<file path="src/rtl/sha1md_pkg.sv">
// shared types and constants of the sha-1 message digest core
// no dependencies; imported by every module of the core
`default_nettype none

package sha1md_pkg;

  // kind of a queue entry between intake and compression
  typedef enum logic {
    KIND_WORD = 1'b0,
    KIND_END  = 1'b1
  } kind_e;

  // one queue entry: a full big-endian word, or the closing word of a message
  typedef struct packed {
    kind_e       kind;
    logic [2:0]  nbytes;  // message bytes in word, 4 for a full word
    logic [31:0] word;    // closing word already carries the 0x80 marker when nbytes < 4
  } entry_t;

  localparam int unsigned FifoDepth = 4;
  localparam int unsigned FifoAw    = 2;

  localparam logic [2:0] FullBytes = 3'd4;

  // initial chaining value, index 0 is H0
  localparam logic [4:0][31:0] HInit = {
    32'hc3d2e1f0, 32'h10325476, 32'h98badcfe, 32'hefcdab89, 32'h67452301
  };

  localparam logic [31:0] K0 = 32'h5a827999;
  localparam logic [31:0] K1 = 32'h6ed9eba1;
  localparam logic [31:0] K2 = 32'h8f1bbcdc;
  localparam logic [31:0] K3 = 32'hca62c1d6;

  localparam logic [31:0] PadMarker = 32'h8000_0000;

  localparam logic [6:0] LastRound = 7'd79;
  localparam logic [2:0] LastWord  = 3'd4;

endpackage

`default_nettype wire

</file>
<file path="src/rtl/sha1md_front.sv">
// intake stage: gathers message bytes into big-endian words and closes messages
// depends on sha1md_pkg
`default_nettype none

module sha1md_front (
  input  wire logic                  clk_i,
  input  wire logic                  rst_ni,
  input  wire logic                  s_axis_tvalid,
  output logic                       s_axis_tready,
  input  wire logic [7:0]            s_axis_tdata,   // [7:0] message_byte
  input  wire logic                  s_axis_tuser,   // [0] has_byte
  input  wire logic                  s_axis_tlast,   // end_of_message
  input  wire logic                  full_i,
  output logic                       push_o,
  output sha1md_pkg::entry_t         entry_o
);
  import sha1md_pkg::*;

  logic [23:0] acc_q, acc_d, acc_new;
  logic [1:0]  cnt_q, cnt_d, cnt_new;
  logic        accept;

  assign s_axis_tready = ~full_i;
  assign accept        = s_axis_tvalid & ~full_i;

  always_comb begin
    acc_new = s_axis_tuser ? {acc_q[15:0], s_axis_tdata} : acc_q;
    cnt_new = s_axis_tuser ? cnt_q + 2'd1 : cnt_q;
    acc_d   = acc_q;
    cnt_d   = cnt_q;
    push_o  = 1'b0;
    entry_o.kind   = KIND_END;
    entry_o.nbytes = {1'b0, cnt_new};
    unique case (cnt_new)
      2'd0:    entry_o.word = PadMarker;
      2'd1:    entry_o.word = {acc_new[7:0], 8'h80, 16'h0000};
      2'd2:    entry_o.word = {acc_new[15:0], 8'h80, 8'h00};
      default: entry_o.word = {acc_new[23:0], 8'h80};
    endcase
    if (s_axis_tuser && cnt_q == 2'd3) begin
      // this byte completes a word
      entry_o.word   = {acc_q, s_axis_tdata};
      entry_o.nbytes = FullBytes;
      entry_o.kind   = s_axis_tlast ? KIND_END : KIND_WORD;
      push_o         = accept;
      cnt_d          = 2'd0;
      acc_d          = acc_new;
    end else begin
      push_o = accept & s_axis_tlast;
      acc_d  = acc_new;
      cnt_d  = s_axis_tlast ? 2'd0 : cnt_new;
    end
  end

  always_ff @(posedge clk_i or negedge rst_ni) begin
    if (!rst_ni) begin
      cnt_q <= 2'd0;
    end else if (accept) begin
      cnt_q <= cnt_d;
    end
  end

  always_ff @(posedge clk_i) begin
    if (accept) begin
      acc_q <= acc_d;
    end
  end

endmodule

`default_nettype wire

</file>
<file path="src/rtl/sha1md_fifo.sv">
// small register queue between intake and compression
// depends on sha1md_pkg
`default_nettype none

module sha1md_fifo (
  input  wire logic               clk_i,
  input  wire logic               rst_ni,
  input  wire logic               push_i,
  input  sha1md_pkg::entry_t      entry_i,
  output logic                    full_o,
  input  wire logic               pop_i,
  output logic                    valid_o,
  output sha1md_pkg::entry_t      entry_o
);
  import sha1md_pkg::*;

  entry_t              mem_q [FifoDepth];
  logic [FifoAw-1:0]   wr_ptr_q, rd_ptr_q;
  logic [FifoAw:0]     count_q;
  logic                do_push, do_pop;

  assign full_o  = (count_q == (FifoAw + 1)'(FifoDepth));
  assign valid_o = (count_q != '0);
  assign entry_o = mem_q[rd_ptr_q];
  assign do_push = push_i & ~full_o;
  assign do_pop  = pop_i & valid_o;

  always_ff @(posedge clk_i or negedge rst_ni) begin
    if (!rst_ni) begin
      wr_ptr_q <= '0;
      rd_ptr_q <= '0;
      count_q  <= '0;
    end else begin
      if (do_push) begin
        wr_ptr_q <= wr_ptr_q + 1'b1;
      end
      if (do_pop) begin
        rd_ptr_q <= rd_ptr_q + 1'b1;
      end
      if (do_push && !do_pop) begin
        count_q <= count_q + 1'b1;
      end else if (do_pop && !do_push) begin
        count_q <= count_q - 1'b1;
      end
    end
  end

  always_ff @(posedge clk_i) begin
    if (do_push) begin
      mem_q[wr_ptr_q] <= entry_i;
    end
  end

endmodule

`default_nettype wire

</file>
<file path="src/rtl/sha1md_back.sv">
// compression stage: block assembly, padding, 80-round loop and digest output
// depends on sha1md_pkg
`default_nettype none

module sha1md_back (
  input  wire logic               clk_i,
  input  wire logic               rst_ni,
  input  wire logic               valid_i,
  input  sha1md_pkg::entry_t      entry_i,
  output logic                    pop_o,
  output logic                    m_axis_tvalid,
  input  wire logic               m_axis_tready,
  output logic [39:0]             m_axis_tdata,   // [31:0] digest_word, [34:32] word_number
  output logic                    m_axis_tlast    // last_word
);
  import sha1md_pkg::*;

  localparam logic [2:0] StLoad  = 3'd0;
  localparam logic [2:0] StPad   = 3'd1;
  localparam logic [2:0] StRound = 3'd2;
  localparam logic [2:0] StAdd   = 3'd3;
  localparam logic [2:0] StOut   = 3'd4;

  logic [2:0]        state_q, state_d;
  logic [4:0][31:0]  h_q;
  logic [63:0]       len_q;
  logic [3:0]        widx_q;
  logic [6:0]        rnd_q;
  logic [2:0]        oidx_q;
  logic              pad_q, mark_q, room_q, final_q;

  logic [31:0]       w_q [16];
  logic [31:0]       a_q, b_q, c_q, d_q, e_q;
  logic              out_valid_q;
  logic [31:0]       out_word_q;
  logic [2:0]        out_num_q;
  logic              out_last_q;

  logic [31:0]       shift_word, pad_word, f, k, t, sched, mix;
  logic              shift_en, out_load;

  assign m_axis_tvalid = out_valid_q;
  assign m_axis_tdata  = {5'b0, out_num_q, out_word_q};
  assign m_axis_tlast  = out_last_q;

  assign pop_o    = (state_q == StLoad) & valid_i;
  assign out_load = (state_q == StOut) & (~out_valid_q | m_axis_tready);

  // padding words: marker if still owed, then zeros, length in the last two slots
  always_comb begin
    pad_word = '0;
    if (mark_q) begin
      pad_word = PadMarker;
    end else if (room_q && widx_q == 4'd14) begin
      pad_word = len_q[63:32];
    end else if (room_q && widx_q == 4'd15) begin
      pad_word = len_q[31:0];
    end
  end

  // round function
  always_comb begin
    priority if (rnd_q < 7'd20) begin
      f = (b_q & c_q) | (~b_q & d_q);
      k = K0;
    end else if (rnd_q < 7'd40) begin
      f = b_q ^ c_q ^ d_q;
      k = K1;
    end else if (rnd_q < 7'd60) begin
      f = (b_q & c_q) | (b_q & d_q) | (c_q & d_q);
      k = K2;
    end else begin
      f = b_q ^ c_q ^ d_q;
      k = K3;
    end
    t     = {a_q[26:0], a_q[31:27]} + f + e_q + k + w_q[0];
    mix   = w_q[13] ^ w_q[8] ^ w_q[2] ^ w_q[0];
    sched = {mix[30:0], mix[31]};
  end

  always_comb begin
    shift_en   = 1'b0;
    shift_word = pad_word;
    unique case (state_q)
      StLoad: begin
        shift_en   = valid_i;
        shift_word = entry_i.word;
      end
      StPad: begin
        shift_en = 1'b1;
      end
      StRound: begin
        shift_en   = 1'b1;
        shift_word = sched;
      end
      default: begin
        shift_en = 1'b0;
      end
    endcase
  end

  always_comb begin
    state_d = state_q;
    unique case (state_q)
      StLoad: begin
        if (valid_i) begin
          if (widx_q == 4'd15) begin
            state_d = StRound;
          end else if (entry_i.kind == KIND_END) begin
            state_d = StPad;
          end
        end
      end
      StPad: begin
        if (widx_q == 4'd15) begin
          state_d = StRound;
        end
      end
      StRound: begin
        if (rnd_q == LastRound) begin
          state_d = StAdd;
        end
      end
      StAdd: begin
        priority if (final_q) begin
          state_d = StOut;
        end else if (pad_q) begin
          state_d = StPad;
        end else begin
          state_d = StLoad;
        end
      end
      StOut: begin
        if (out_load && oidx_q == LastWord) begin
          state_d = StLoad;
        end
      end
      default: begin
        state_d = StLoad;
      end
    endcase
  end

  always_ff @(posedge clk_i or negedge rst_ni) begin
    if (!rst_ni) begin
      state_q     <= StLoad;
      h_q         <= HInit;
      len_q       <= '0;
      widx_q      <= '0;
      rnd_q       <= '0;
      oidx_q      <= '0;
      pad_q       <= 1'b0;
      mark_q      <= 1'b0;
      room_q      <= 1'b0;
      final_q     <= 1'b0;
      out_valid_q <= 1'b0;
    end else begin
      state_q <= state_d;
      if (out_load) begin
        out_valid_q <= 1'b1;
      end else if (m_axis_tready) begin
        out_valid_q <= 1'b0;
      end
      unique case (state_q)
        StLoad: begin
          if (valid_i) begin
            widx_q <= widx_q + 4'd1;
            len_q  <= len_q + {58'd0, entry_i.nbytes, 3'd0};
            if (entry_i.kind == KIND_END) begin
              pad_q <= 1'b1;
              if (entry_i.nbytes == FullBytes) begin
                mark_q <= 1'b1;
              end else begin
                room_q <= (widx_q <= 4'd13);
              end
            end
          end
        end
        StPad: begin
          widx_q <= widx_q + 4'd1;
          if (mark_q) begin
            mark_q <= 1'b0;
            room_q <= (widx_q <= 4'd13);
          end else if (room_q && widx_q == 4'd15) begin
            final_q <= 1'b1;
          end
        end
        StRound: begin
          rnd_q <= (rnd_q == LastRound) ? 7'd0 : rnd_q + 7'd1;
        end
        StAdd: begin
          h_q[0] <= h_q[0] + a_q;
          h_q[1] <= h_q[1] + b_q;
          h_q[2] <= h_q[2] + c_q;
          h_q[3] <= h_q[3] + d_q;
          h_q[4] <= h_q[4] + e_q;
          room_q <= 1'b1;
        end
        StOut: begin
          if (out_load) begin
            if (oidx_q == LastWord) begin
              // digest captured, back to a fresh message
              oidx_q  <= '0;
              h_q     <= HInit;
              len_q   <= '0;
              pad_q   <= 1'b0;
              mark_q  <= 1'b0;
              room_q  <= 1'b0;
              final_q <= 1'b0;
            end else begin
              oidx_q <= oidx_q + 3'd1;
            end
          end
        end
        default: begin
          rnd_q <= '0;
        end
      endcase
    end
  end

  always_ff @(posedge clk_i) begin
    if (shift_en) begin
      for (int i = 0; i < 15; i++) begin
        w_q[i] <= w_q[i+1];
      end
      w_q[15] <= shift_word;
    end
    if (state_q == StRound) begin
      a_q <= t;
      b_q <= a_q;
      c_q <= {b_q[1:0], b_q[31:2]};
      d_q <= c_q;
      e_q <= d_q;
    end else if (state_q == StLoad || state_q == StPad) begin
      // chaining value is stable here, so preload the round registers
      a_q <= h_q[0];
      b_q <= h_q[1];
      c_q <= h_q[2];
      d_q <= h_q[3];
      e_q <= h_q[4];
    end
    if (out_load) begin
      out_word_q <= h_q[oidx_q];
      out_num_q  <= oidx_q;
      out_last_q <= (oidx_q == LastWord);
    end
  end

endmodule

`default_nettype wire

</file>
<file path="src/rtl/sha1_message_digest_core.sv">
// SHA-1 core: one message byte per input transfer, 160-bit digest out as five
// 32-bit words. Bytes are gathered into words at one byte a cycle while the queue
// has room and pass through a four-word queue to the compression engine, which
// loads a 64-byte block as 16 words, runs the 80 rounds at one round a cycle and
// then folds the result into the chaining value. Byte intake runs on while the
// rounds run until the queue fills; during the load the engine waits on intake
// for twelve of the sixteen words. A transfer with tlast closes the message:
// padding and the length fill out the current block, plus one further block when
// the length does not fit, and the digest words follow, H0 first, with tlast on
// H4. The core then starts over from the initial chaining value. tuser low marks
// a transfer that carries no byte.
// depends on sha1md_pkg, sha1md_front, sha1md_fifo, sha1md_back
`default_nettype none

module sha1_message_digest_core (
  input  wire logic        clk_i,
  input  wire logic        rst_ni,
  input  wire logic        s_axis_tvalid,
  output logic             s_axis_tready,
  input  wire logic [7:0]  s_axis_tdata,   // [7:0] message_byte
  input  wire logic        s_axis_tuser,   // [0] has_byte
  input  wire logic        s_axis_tlast,   // end_of_message
  output logic             m_axis_tvalid,
  input  wire logic        m_axis_tready,
  output logic [39:0]      m_axis_tdata,   // [31:0] digest_word, [34:32] word_number
  output logic             m_axis_tlast    // last_word
);
  import sha1md_pkg::*;

  entry_t push_entry, pop_entry;
  logic   push, full, pop, q_valid;

  sha1md_front u_front (
    .clk_i         (clk_i),
    .rst_ni        (rst_ni),
    .s_axis_tvalid (s_axis_tvalid),
    .s_axis_tready (s_axis_tready),
    .s_axis_tdata  (s_axis_tdata),
    .s_axis_tuser  (s_axis_tuser),
    .s_axis_tlast  (s_axis_tlast),
    .full_i        (full),
    .push_o        (push),
    .entry_o       (push_entry)
  );

  sha1md_fifo u_fifo (
    .clk_i   (clk_i),
    .rst_ni  (rst_ni),
    .push_i  (push),
    .entry_i (push_entry),
    .full_o  (full),
    .pop_i   (pop),
    .valid_o (q_valid),
    .entry_o (pop_entry)
  );

  sha1md_back u_back (
    .clk_i         (clk_i),
    .rst_ni        (rst_ni),
    .valid_i       (q_valid),
    .entry_i       (pop_entry),
    .pop_o         (pop),
    .m_axis_tvalid (m_axis_tvalid),
    .m_axis_tready (m_axis_tready),
    .m_axis_tdata  (m_axis_tdata),
    .m_axis_tlast  (m_axis_tlast)
  );

endmodule

`default_nettype wire

</file>
<file path="config.mk">
export PLATFORM = sky130hd
export DESIGN_NAME = sha1_message_digest_core
export DESIGN_NICKNAME = d
export VERILOG_FILES = /design/src/rtl/sha1md_pkg.sv /design/src/rtl/sha1md_front.sv /design/src/rtl/sha1md_fifo.sv /design/src/rtl/sha1md_back.sv /design/src/rtl/sha1_message_digest_core.sv
export SDC_FILE = /design/constraint.sdc
export NUM_CORES = 2
export LEC_CHECK = 0
export BUFFER_PORTS_ARGS = -buffer_cell sky130_fd_sc_hd__buf_2
export CAP_MARGIN = 10
export CORE_MARGIN = 1
export CORE_UTILIZATION = 35
export DETAILED_ROUTE_END_ITERATION = 8
export RECOVER_POWER = 50
export SLEW_MARGIN = 20
export SYNTH_ARGS = -nofsm -noshare
export SYNTH_HDL_FRONTEND = slang
export SYNTH_SLANG_ARGS = --single-unit
</file>
<file path="constraint.sdc">
create_clock -name clk_i -period 30.8 [get_ports clk_i]
set_input_delay 4.62 -clock clk_i [delete_from_list [all_inputs] [get_ports clk_i]]
set_output_delay 4.62 -clock clk_i [all_outputs]
set_load 0.01 [all_outputs]
</file>
==> metrics.txt <==
CTS root buf clkbuf_16; failing checks capacitance limit, slew limit; CP Launch Type flip-flop; TritonCTS clock tree built; die area between 150000 and 200000 um2; CTS max path bufs 3; initial antenna violation count 3; GR Util All Layers roughly 17%; top cells by area, synth edfxtp_1, dfrtp_1, ha_1; worst path bufs/invs 7; Cell Chain, Critical Path nor3_1 -> clkbuf_1 -> and2_0 -> inv_1 -> and2_0 -> nand2_4 -> clkbuf_1 -> clkbuf_1 -> clkbuf_1 -> buf_12 -> buf_16; synthesis-stage register bit count 1128; FILL cells roughly 15000; Avg Vias per Cell between 5 and 6; Die X-Extent ~400 um; Starting DRT DRC Count around 3400; Clk Latency, worst-skew pair about 0.74 ns; final wirelength around 140000 um; Mean Syn Cell Area roughly 12 um2; Port Buffer Count between 50 and 60; CP peak stage delay ~4.2 ns; antenna viol nets, final 0; DR WL/cell between 20 and 25 um; max_slew headroom -392%; Setup crit end kind flip-flop; Hold Fails Final Rpt 0; Async SR Flop Fraction between 20% and 30%; crit share post-route approximately 52%; Top Ports 57; largest net degree at the start of global routing 228; layout cells sized above 1 a little under a tenth; detailed-route via count roughly 36000; H-Tree Level Count 3; Initial Util 35.4%; max-cap viol count 17; Total Neg Setup Slack 0 ns; Seq/Total Area, Yosys between 50 and 60%; status finished with violations; warnings from Yosys 0; dpl hpwl ~95000 um; Slew Limit Fails roughly 1000; area grow syn2layout 11.4%; multi-input logic area between 20000 and 25000 um2; GR Overflow Total 0; post-layout min period around 16 ns; Setup Viol. Count Final 0; Critical Path Most Common Cell clkbuf_1; measured slew at the worst slew-check pin between 7 and 8 ns; synth unique cells 96; most instantiated cells after synthesis edfxtp_1, nand2_1, o21ai_0; Worst Skew around 0.038 ns; slowest CP cell clkbuf_1; # DRC 0; CP required 31.14 ns; FMAX about 63 MHz; vias in the first global route roughly 35000; Num CTS Buffers about 110; unrepaired setup endpoints after global routing false; main flop type after synthesis edfxtp_1; most common cell in the synthesized netlist edfxtp_1; EDFF count, synth 876; Row Count 146; Post-CTS Hold Buffers 0; setup bufs post-CTS 0; RePlAce Congestion ~0.94; Core ar. 159000 um2; HP Class flip-flop to flip-flop; critical path peak fanout roughly 160; DIE HEIGHT a little over 400 um; Clock transition at path regs 0.06 ns; Crit Path Category flip-flop to flip-flop; Post-Synthesis Cells between 4000 and 5000; 1st-pass router iterations 5; post-CTS resize count 0; Worst EP arrival between 15 and 20 ns; global-route wire length before repair about 210000 um; Yosys top cell area share approximately 47%; Netlist Area Pre-Place 56400 um2; Num Clock Sinks 1128; Seq. cell area between 30000 and 40000 um2; cell taking the most area after synthesis edfxtp_1; Layout Nets 5042; delay-heaviest family, CP buffers and inverters
[routing by layer]
metal	global-route usage, %	routed length [um]
met5	0	0
met4	5.29	4420
met3	2.27	8410
met2	26.1	62100
met1	25.3	65000
[cells by family (layout without fill, tap and decap cells)]
| group | Yosys count | count (layout) | share of synthesized area, % |
|---|---|---|---|
| DFF | 1128 | 1128 | 58.0 |
| buffers and inverters | 456 | 594 | 3.11 |
| other | 1 | 6 | 0.00665 |
| and+or+nand+nor | 1335 | 1335 | 10.6 |
| AOI/OAI and AO/OA | 924 | 924 | 10.3 |
| adders and majority gates | 362 | 362 | 9.71 |
| xor gates and xnor gates | 316 | 316 | 4.91 |
| muxes | 103 | 103 | 3.36 |
[cell type report]
class,instances,area share (%)
antenna,1,0.00398
clock inverter,63,1.06
inverter,283,1.69
sequential,1128,52.1
tap,2146,4.27
multi-input combinational,3045,35.0
timing repair buffer,94,0.926
clock buffer,154,4.97
[final timing paths]
| check | slack (ns) | end | depth (start not counted) | start |
|---|---|---|---|---|
| setup / recovery | 14.89 | u_back.w_q[6][7] | 11 | u_back.state_q[1] |
| hold / removal | 0.40 | u_back.w_q[13][28] | 0 | u_back.w_q[14][28] |
| setup reg to reg | 14.89 | u_back.w_q[6][7] | 11 | u_back.state_q[1] |
| hold reg to reg | 0.40 | u_back.w_q[13][28] | 0 | u_back.w_q[14][28] |
| max in group asynchronous | 21.71 | u_back.h_q[127] | 1 | rst_ni |
| min in group asynchronous | 5.94 | u_back.h_q[33] | 1 | rst_ni |
[sequential cells by signal, summed over array words and instances, names as in the netlist, 32 cells and up]
| register | flops |
|---|---|
| u_fifo.mem_q | 144 |
| u_back.a_q | 32 |
| u_back.w_q | 512 |
| u_back.out_word_q | 32 |
| u_back.c_q | 32 |
| u_back.e_q | 32 |
| u_back.len_q | 61 |
| u_back.b_q | 32 |
| u_back.d_q | 32 |
| u_back.h_q | 160 |
[cell usage in the layout, fill, tap and decap left out, drive strengths merged, types with 11 or more instances in the layout]
cell / instances
a211oi: 12
a21boi: 11
a21o: 95
a21oi: 251
a221o: 30
a31oi: 27
and2: 18
and3: 40
buf: 79
clkbuf: 169
clkinv: 45
dfrtp: 172
dfstp: 80
edfxtp: 876
fa: 126
ha: 236
inv: 284
mux2: 12
mux2i: 23
mux4: 68
nand2: 657
nand2b: 41
nand3: 140
nand4: 18
nor2: 242
nor2b: 55
nor3: 56
o211ai: 17
o21a: 25
o21ai: 288
o21bai: 18
o31ai: 26
o32ai: 21
or3: 27
xnor2: 175
xor2: 141
[through the flow]
stage	worst slack [ns]	area (um2)	instances	hold WS, ns	util, %
2_1_floorplan	17.37	56400	4629	0.400	-
3_3_place_gp	22.22	59100	6694	0.400	37.1
3_5_place_dp	22.12	59100	6694	0.405	37.1
4_1_cts	22.61	62900	6911	0.400	39.5
5_1_grt	13.32	62800	6914	0.409	39.5
6_report	14.89	62800	6914	0.399	39.5
Power is left out: the tool's default activity adds up to more than one toggle a clock period on the data nets, which glitch-free logic cannot reach.
